### config.mk
export PLATFORM = sky130hd
export DESIGN_NAME = salc_set_update
export DESIGN_NICKNAME = d
export VERILOG_FILES = /design/src/hw/rtl/salc_pkg.sv /design/src/hw/rtl/salc_set_update.sv
export SDC_FILE = /design/constraint.sdc
export NUM_CORES = 1
export LEC_CHECK = 0
export BUFFER_PORTS_ARGS = -buffer_cell sky130_fd_sc_hd__buf_2
export CAP_MARGIN = 20
export CORE_AREA = 2 2 244 246
export DETAILED_ROUTE_END_ITERATION = 16
export DIE_AREA = 0 0 246 248
export SLEW_MARGIN = 40
export SYNTH_ARGS = -nofsm -noshare
export SYNTH_HDL_FRONTEND = slang
export SYNTH_SLANG_ARGS = --single-unit
### constraint.sdc
create_clock -name vclk -period 22.8
set_input_delay 3.42 -clock vclk [all_inputs]
set_output_delay 3.42 -clock vclk [all_outputs]
set_load 0.03 [all_outputs]
### src/hw/rtl/salc_pkg.sv
// ----------------------------------------------------------------------------
// salc_pkg
// Shared types and constants of the cache tag model.
// ----------------------------------------------------------------------------
`timescale 1ns / 1ps

package salc_pkg;

  localparam int ADDR_W = 32;
  localparam int TAG_W  = 30;   // address bits above the smallest block offset
  localparam int CNT_W  = 6;

  // access kinds
  localparam logic [1:0] MODE_LOAD  = 2'd0;
  localparam logic [1:0] MODE_STORE = 2'd1;
  localparam logic [1:0] MODE_FETCH = 2'd2;

  // register indexes
  localparam logic [2:0] REG_SPLIT  = 3'd0;
  localparam logic [2:0] REG_BLOG   = 3'd1;
  localparam logic [2:0] REG_FSETS  = 3'd2;
  localparam logic [2:0] REG_DSETS  = 3'd3;
  localparam logic [2:0] REG_WAYS   = 3'd4;
  localparam logic [2:0] REG_WBACK  = 3'd5;
  localparam logic [2:0] REG_WALLOC = 3'd6;

  typedef struct packed {
    logic [ADDR_W-1:0] address;
    logic [1:0]        mode;
  } req_t;

  typedef struct packed {
    logic             hit;
    logic             replaced;
    logic [CNT_W-1:0] fetch_words;
    logic [CNT_W-1:0] copy_back_words;
    logic             data_side;
  } res_t;

  typedef struct packed {
    logic       split_mode;
    logic [2:0] block_bytes_log2;
    logic [3:0] first_sets_log2;
    logic [3:0] data_sets_log2;
    logic [3:0] ways;
    logic       write_back;
    logic       write_allocate;
  } cfg_t;

endpackage

### src/hw/rtl/salc_set_update.sv
// ----------------------------------------------------------------------------
// salc_set_update
// Lookup and update of one set row: hit search, fill or LRU eviction, ageing.
// ----------------------------------------------------------------------------
`timescale 1ns / 1ps

module salc_set_update #(
  parameter int MAX_WAYS = 8,
  parameter int WIDX_W   = 3,
  parameter int RANK_W   = 3,
  parameter int FILL_W   = 4
) (
  input  salc_pkg::cfg_t                            cfg,
  input  logic [salc_pkg::TAG_W-1:0]                tag,
  input  logic [1:0]                                mode,
  input  logic [MAX_WAYS-1:0][salc_pkg::TAG_W-1:0]  tag_q,
  input  logic [MAX_WAYS-1:0]                       valid_q,
  input  logic [MAX_WAYS-1:0]                       dirty_q,
  input  logic [MAX_WAYS-1:0][RANK_W-1:0]           rank_q,
  input  logic [FILL_W-1:0]                         fill_q,
  output logic [MAX_WAYS-1:0][salc_pkg::TAG_W-1:0]  tag_d,
  output logic [MAX_WAYS-1:0]                       valid_d,
  output logic [MAX_WAYS-1:0]                       dirty_d,
  output logic [MAX_WAYS-1:0][RANK_W-1:0]           rank_d,
  output logic [FILL_W-1:0]                         fill_d,
  output salc_pkg::res_t                            res
);
  import salc_pkg::*;

  always_comb begin
    logic              found;
    logic              have_vic;
    logic [WIDX_W-1:0] fw;
    logic [WIDX_W-1:0] slot;
    logic [RANK_W-1:0] lim;
    logic [2:0]        blog;
    logic [CNT_W-1:0]  bwords;
    logic [4:0]        nways;
    logic              is_store;

    tag_d    = tag_q;
    valid_d  = valid_q;
    dirty_d  = dirty_q;
    rank_d   = rank_q;
    fill_d   = fill_q;
    res      = '0;
    found    = 1'b0;
    have_vic = 1'b0;
    fw       = '0;
    slot     = '0;
    lim      = '0;
    is_store = (mode == MODE_STORE);

    // clamp the geometry registers
    blog   = (cfg.block_bytes_log2 < 3'd2) ? 3'd2 : cfg.block_bytes_log2;
    bwords = CNT_W'(6'd1 << (blog - 3'd2));
    if (cfg.ways == 4'd0) begin
      nways = 5'd1;
    end else if (5'(cfg.ways) > 5'(MAX_WAYS)) begin
      nways = 5'(MAX_WAYS);
    end else begin
      nways = 5'(cfg.ways);
    end

    // hit search: most recent matching line wins
    for (int w = 0; w < MAX_WAYS; w++) begin
      if (valid_q[w] && tag_q[w] == tag && (!found || rank_q[w] < rank_q[fw])) begin
        found = 1'b1;
        fw    = WIDX_W'(w);
      end
    end

    if (mode == MODE_LOAD || mode == MODE_STORE || mode == MODE_FETCH) begin
      res.data_side = (mode != MODE_FETCH);
      if (found) begin
        res.hit = 1'b1;
        if (is_store) begin
          if (cfg.write_back) begin
            dirty_d[fw] = 1'b1;
          end else begin
            res.copy_back_words = CNT_W'(1);
          end
        end
        lim = rank_q[fw];
        for (int w = 0; w < MAX_WAYS; w++) begin
          if (valid_q[w] && rank_q[w] < lim) begin
            rank_d[w] = rank_q[w] + 1'b1;
          end
        end
        rank_d[fw] = '0;
      end else if (is_store && !cfg.write_allocate) begin
        res.copy_back_words = CNT_W'(1);
      end else begin
        res.fetch_words = bwords;
        if (5'(fill_q) < nways) begin
          // fill the lowest free way, age every valid line
          for (int w = MAX_WAYS - 1; w >= 0; w--) begin
            if (!valid_q[w]) begin
              slot = WIDX_W'(w);
            end
          end
          for (int w = 0; w < MAX_WAYS; w++) begin
            if (valid_q[w]) begin
              rank_d[w] = rank_q[w] + 1'b1;
            end
          end
          fill_d = fill_q + 1'b1;
        end else begin
          // evict the oldest valid line, lowest way on ties
          for (int w = 0; w < MAX_WAYS; w++) begin
            if (valid_q[w] && (!have_vic || rank_q[w] > rank_q[slot])) begin
              have_vic = 1'b1;
              slot     = WIDX_W'(w);
            end
          end
          res.replaced = 1'b1;
          if (valid_q[slot] && dirty_q[slot]) begin
            res.copy_back_words = bwords;
          end
          lim = rank_q[slot];
          for (int w = 0; w < MAX_WAYS; w++) begin
            if (valid_q[w] && rank_q[w] < lim) begin
              rank_d[w] = rank_q[w] + 1'b1;
            end
          end
        end
        valid_d[slot] = 1'b1;
        tag_d[slot]   = tag;
        rank_d[slot]  = '0;
        dirty_d[slot] = 1'b0;
        if (is_store) begin
          if (cfg.write_back) begin
            dirty_d[slot] = 1'b1;
          end else begin
            res.copy_back_words = res.copy_back_words + 1'b1;
          end
        end
      end
    end
  end

endmodule

==> impl_metrics.py <==
metrics = {
    "setup_path": {
        "slowest_stage": "a2111o_1",
        "cp_max_fo": 9,
        "startpoint_type": "primary input",
        "crit_arrival_ps": 18260,
        "worstSetupStartpoint": "rank_q[1]",
        "path_common_cell": "nor2_1",
        "slowest_delay_ps": 530,
        "cp.required_ps": 19380,
        "endpoint_kind": "primary output",
        "crit_type": "in2out",
    },
    "routing": {
        "wl_per_cell_um": 31.8,
        "dr.pass1.iters": 5,
        "vias_per_cell": 5.73,
        "drt-total-wl_um": 102000,
        "antenna_left": 0,
        "drc": 0,
        "num_vias": 18300,
        "drt_iter0_markers": 1969,
    },
    "floorplan": {
        "coreArea_mm2": 0.0585,
        "die-area_mm2": 0.0610,
        "ios": 633,
        "die_width_um": 246,
        "die_y_um": 248,
        "start_util_pct": 22.2,
        "rows": 89,
    },
    "finish": {
        "drive_gt1_share_pct": 42.6,
        "final_util_pct": 29.7,
        "seq_cells": 0,
        "areaGrowthSynthToFinish_pct": 34.0,
        "ff_latch_area_um2": 0,
        "nets": 2780,
        "nClkBuffers": 0,
    },
    "worst_hold_path": {
        "min_from": "fill_q[3]",
        "worstHoldPathType": "in2out",
    },
    "logic_synthesis": {
        "syn_area_mm2": 0.0130,
        "yosysTopAreaCell": "mux2_2",
        "muxShareOfSynthArea_pct": 23.6,
        "synth_area_leaders": "mux2_2 21%, xnor2_1 13%, ha_1 7.5%",
        "synth_top_area_share_pct": 21.3,
        "yosysWarnings": 0,
        "synth-xor-area-share_pct": 17.6,
        "syn_nets": 2198,
        "yosysSeqAreaShare_pct": 0,
        "post_synth.cell_area_avg_um2": 7.25,
        "ys_types": 88,
        "syn_inst": 1786,
        "synthAdderAreaFrac_pct": 7.53,
        "synth_top_family_by_area": "simple AND/OR/NAND/NOR gates",
        "synth-simple-area-share_pct": 24.4,
        "synth_compound_area_share_pct": 21.2,
    },
    "pwr": {
        "p_leak_nw": 7.37,
        "peakVddDrop_mv": 0.0279,
        "powerDensity_mw_per_mm2": 55.0,
        "total_power_mw": 0.953,
    },
    "grt": {
        "grt_pass1_vias": 16700,
        "grt_max_degree": 34,
        "grt_pass1_wl_um": 135000,
        "track_usage_pct": 31.5,
        "antenna_found_initial": 86,
        "overflow": 0,
    },
    "sta": {
        "max_slew_margin_pct": 42.0,
        "timing_hold_violations_final": 0,
        "setup_violations": 0,
        "min_period_ps": 21680,
        "slew_viol_final": 0,
        "rsz0062_at_grt": "false",
        "worst_hold_slack_ps": 7190,
        "worst_slack_ps": 1120,
        "post-route-period-util_pct": 95.1,
        "fin_tns_setup_ps": 0,
        "max_clock_freq_mhz": 46.1,
        "tightestPinTransition_ps": 868,
    },
    "cts": {
        "cts.hold.buffers_added": 0,
    },
    "outcome": {
        "status": "finished, final reports clean",
    },
    "run": {
        "max_cap_violations": 0,
    },
    "placement": {
        "gp_congestion": 1.04,
        "dp_slack_ps": 1010,
        "hpwl_um": 85800,
        "port_buffers": 624,
    },
}
final timing paths:
kind	to	slack, ps	depth (start not counted)
max	rank_d[10]	1120	74
min	fill_d[3]	7190	3
metrics by stage:
stage	cells	area, um2
3_5_place_dp	3136	17200
2_1_floorplan	1786	13000
3_3_place_gp	3135	17100
6_report	3193	17400
4_1_cts	3136	17200
5_1_grt	3178	17300
cell usage in the layout (no fill, tap or decap), types with 44 or more instances in the layout:
cell type / n
nand3_1: 46
diode_2: 54
ha_1: 78
mux2_2: 245
nor4_1: 44
nor2_1: 122
nand2_1: 139
nand4_1: 100
xnor2_1: 187
a21oi_1: 74
o21ai_0: 83
xor2_1: 59
buf_4: 89
buf_2: 624
power breakdown:
part	total (mW)	internal, mW	switching [mW]
clock	0.000000314	0.000000314	0
combinational	0.953	0.335	0.618
sequential	0	0	0
total	0.953	0.335	0.618
cell families after synthesis:
| family | count (synthesis) |
|---|---|
| buffers and inverters | 170 |
| adder cells (fa/ha/maj) | 78 |
| AO/OA/AOI/OAI | 399 |
| multiplexers | 272 |
| AND/OR/NAND/NOR | 613 |
| XOR/XNOR | 254 |
timing repair:
| item | 4_1_cts | 5_1_grt |
|---|---|---|
| setup buffers | 0 | 3 |
| setup endpoints to repair | 0 | 23 |
| gates resized for setup | 0 | 6 |
cells in the mapped netlist (5+ instances only):
cell type  count
o41ai_1        7
buf_6          6
o2111ai_1     12
o21a_1        21
a21oi_1       76
nor2b_1       18
a31oi_1       23
ha_1          78
nor4_1        45
buf_2         20
a2bb2oi_1      5
xnor2_2        8
buf_4          5
nor3b_1        6
o21ai_0       84
and3_1        10
nor2_1       128
nor4b_1        7
and4_1         6
a211oi_1      10
mux2_2       245
o31ai_1        6
nand4_1      100
nand2b_1      22
nor3_1        36
or2_2          6
or3_1          8
a221oi_1       5
o211ai_1      25
nand2_1      139
clkbuf_1      86
xor2_1        59
a22oi_1        9
mux2i_1       24
nand3_1       46
xnor2_1      187
a21o_1        17
o22ai_1       11
inv_1         33
o21ai_1       14
and2_1        16
buf_1         17
a32oi_1        8
o221ai_1      12
final cells by class:
class | count | area [um2]
tap | 773 | 967
inverter | 36 | 135
multi-input combinational | 1616 | 12300
fill | 6700 | 41100
antenna | 54 | 135
timing repair buffer | 714 | 3820
routing by layer:
| metal | part of all wire, % | vias to the layer above | wire length, um | GRT usage (%) |
|---|---|---|---|---|
| met4 | 6.5 | 18 | 6590 | 18.5 |
| li1 | - | 7954 | - | - |
| met2 | 44 | 1281 | 44800 | 49.4 |
| met1 | 39 | 8775 | 40100 | 39.1 |
| met5 | 0.11 | - | 109 | 0 |
| met3 | 9.8 | 278 | 9990 | 7.60 |
worst max-delay path: cells and delay by family:
family                     cells  cell delay [ps]
AOI/OAI and AO/OA             30             6180
and+or+nand+nor               27             4740
buffers and inverters          7             1360
muxes                          2              280
adders and majority gates      8             2290
No activity file was read; power rests on OpenSTA's default activity.
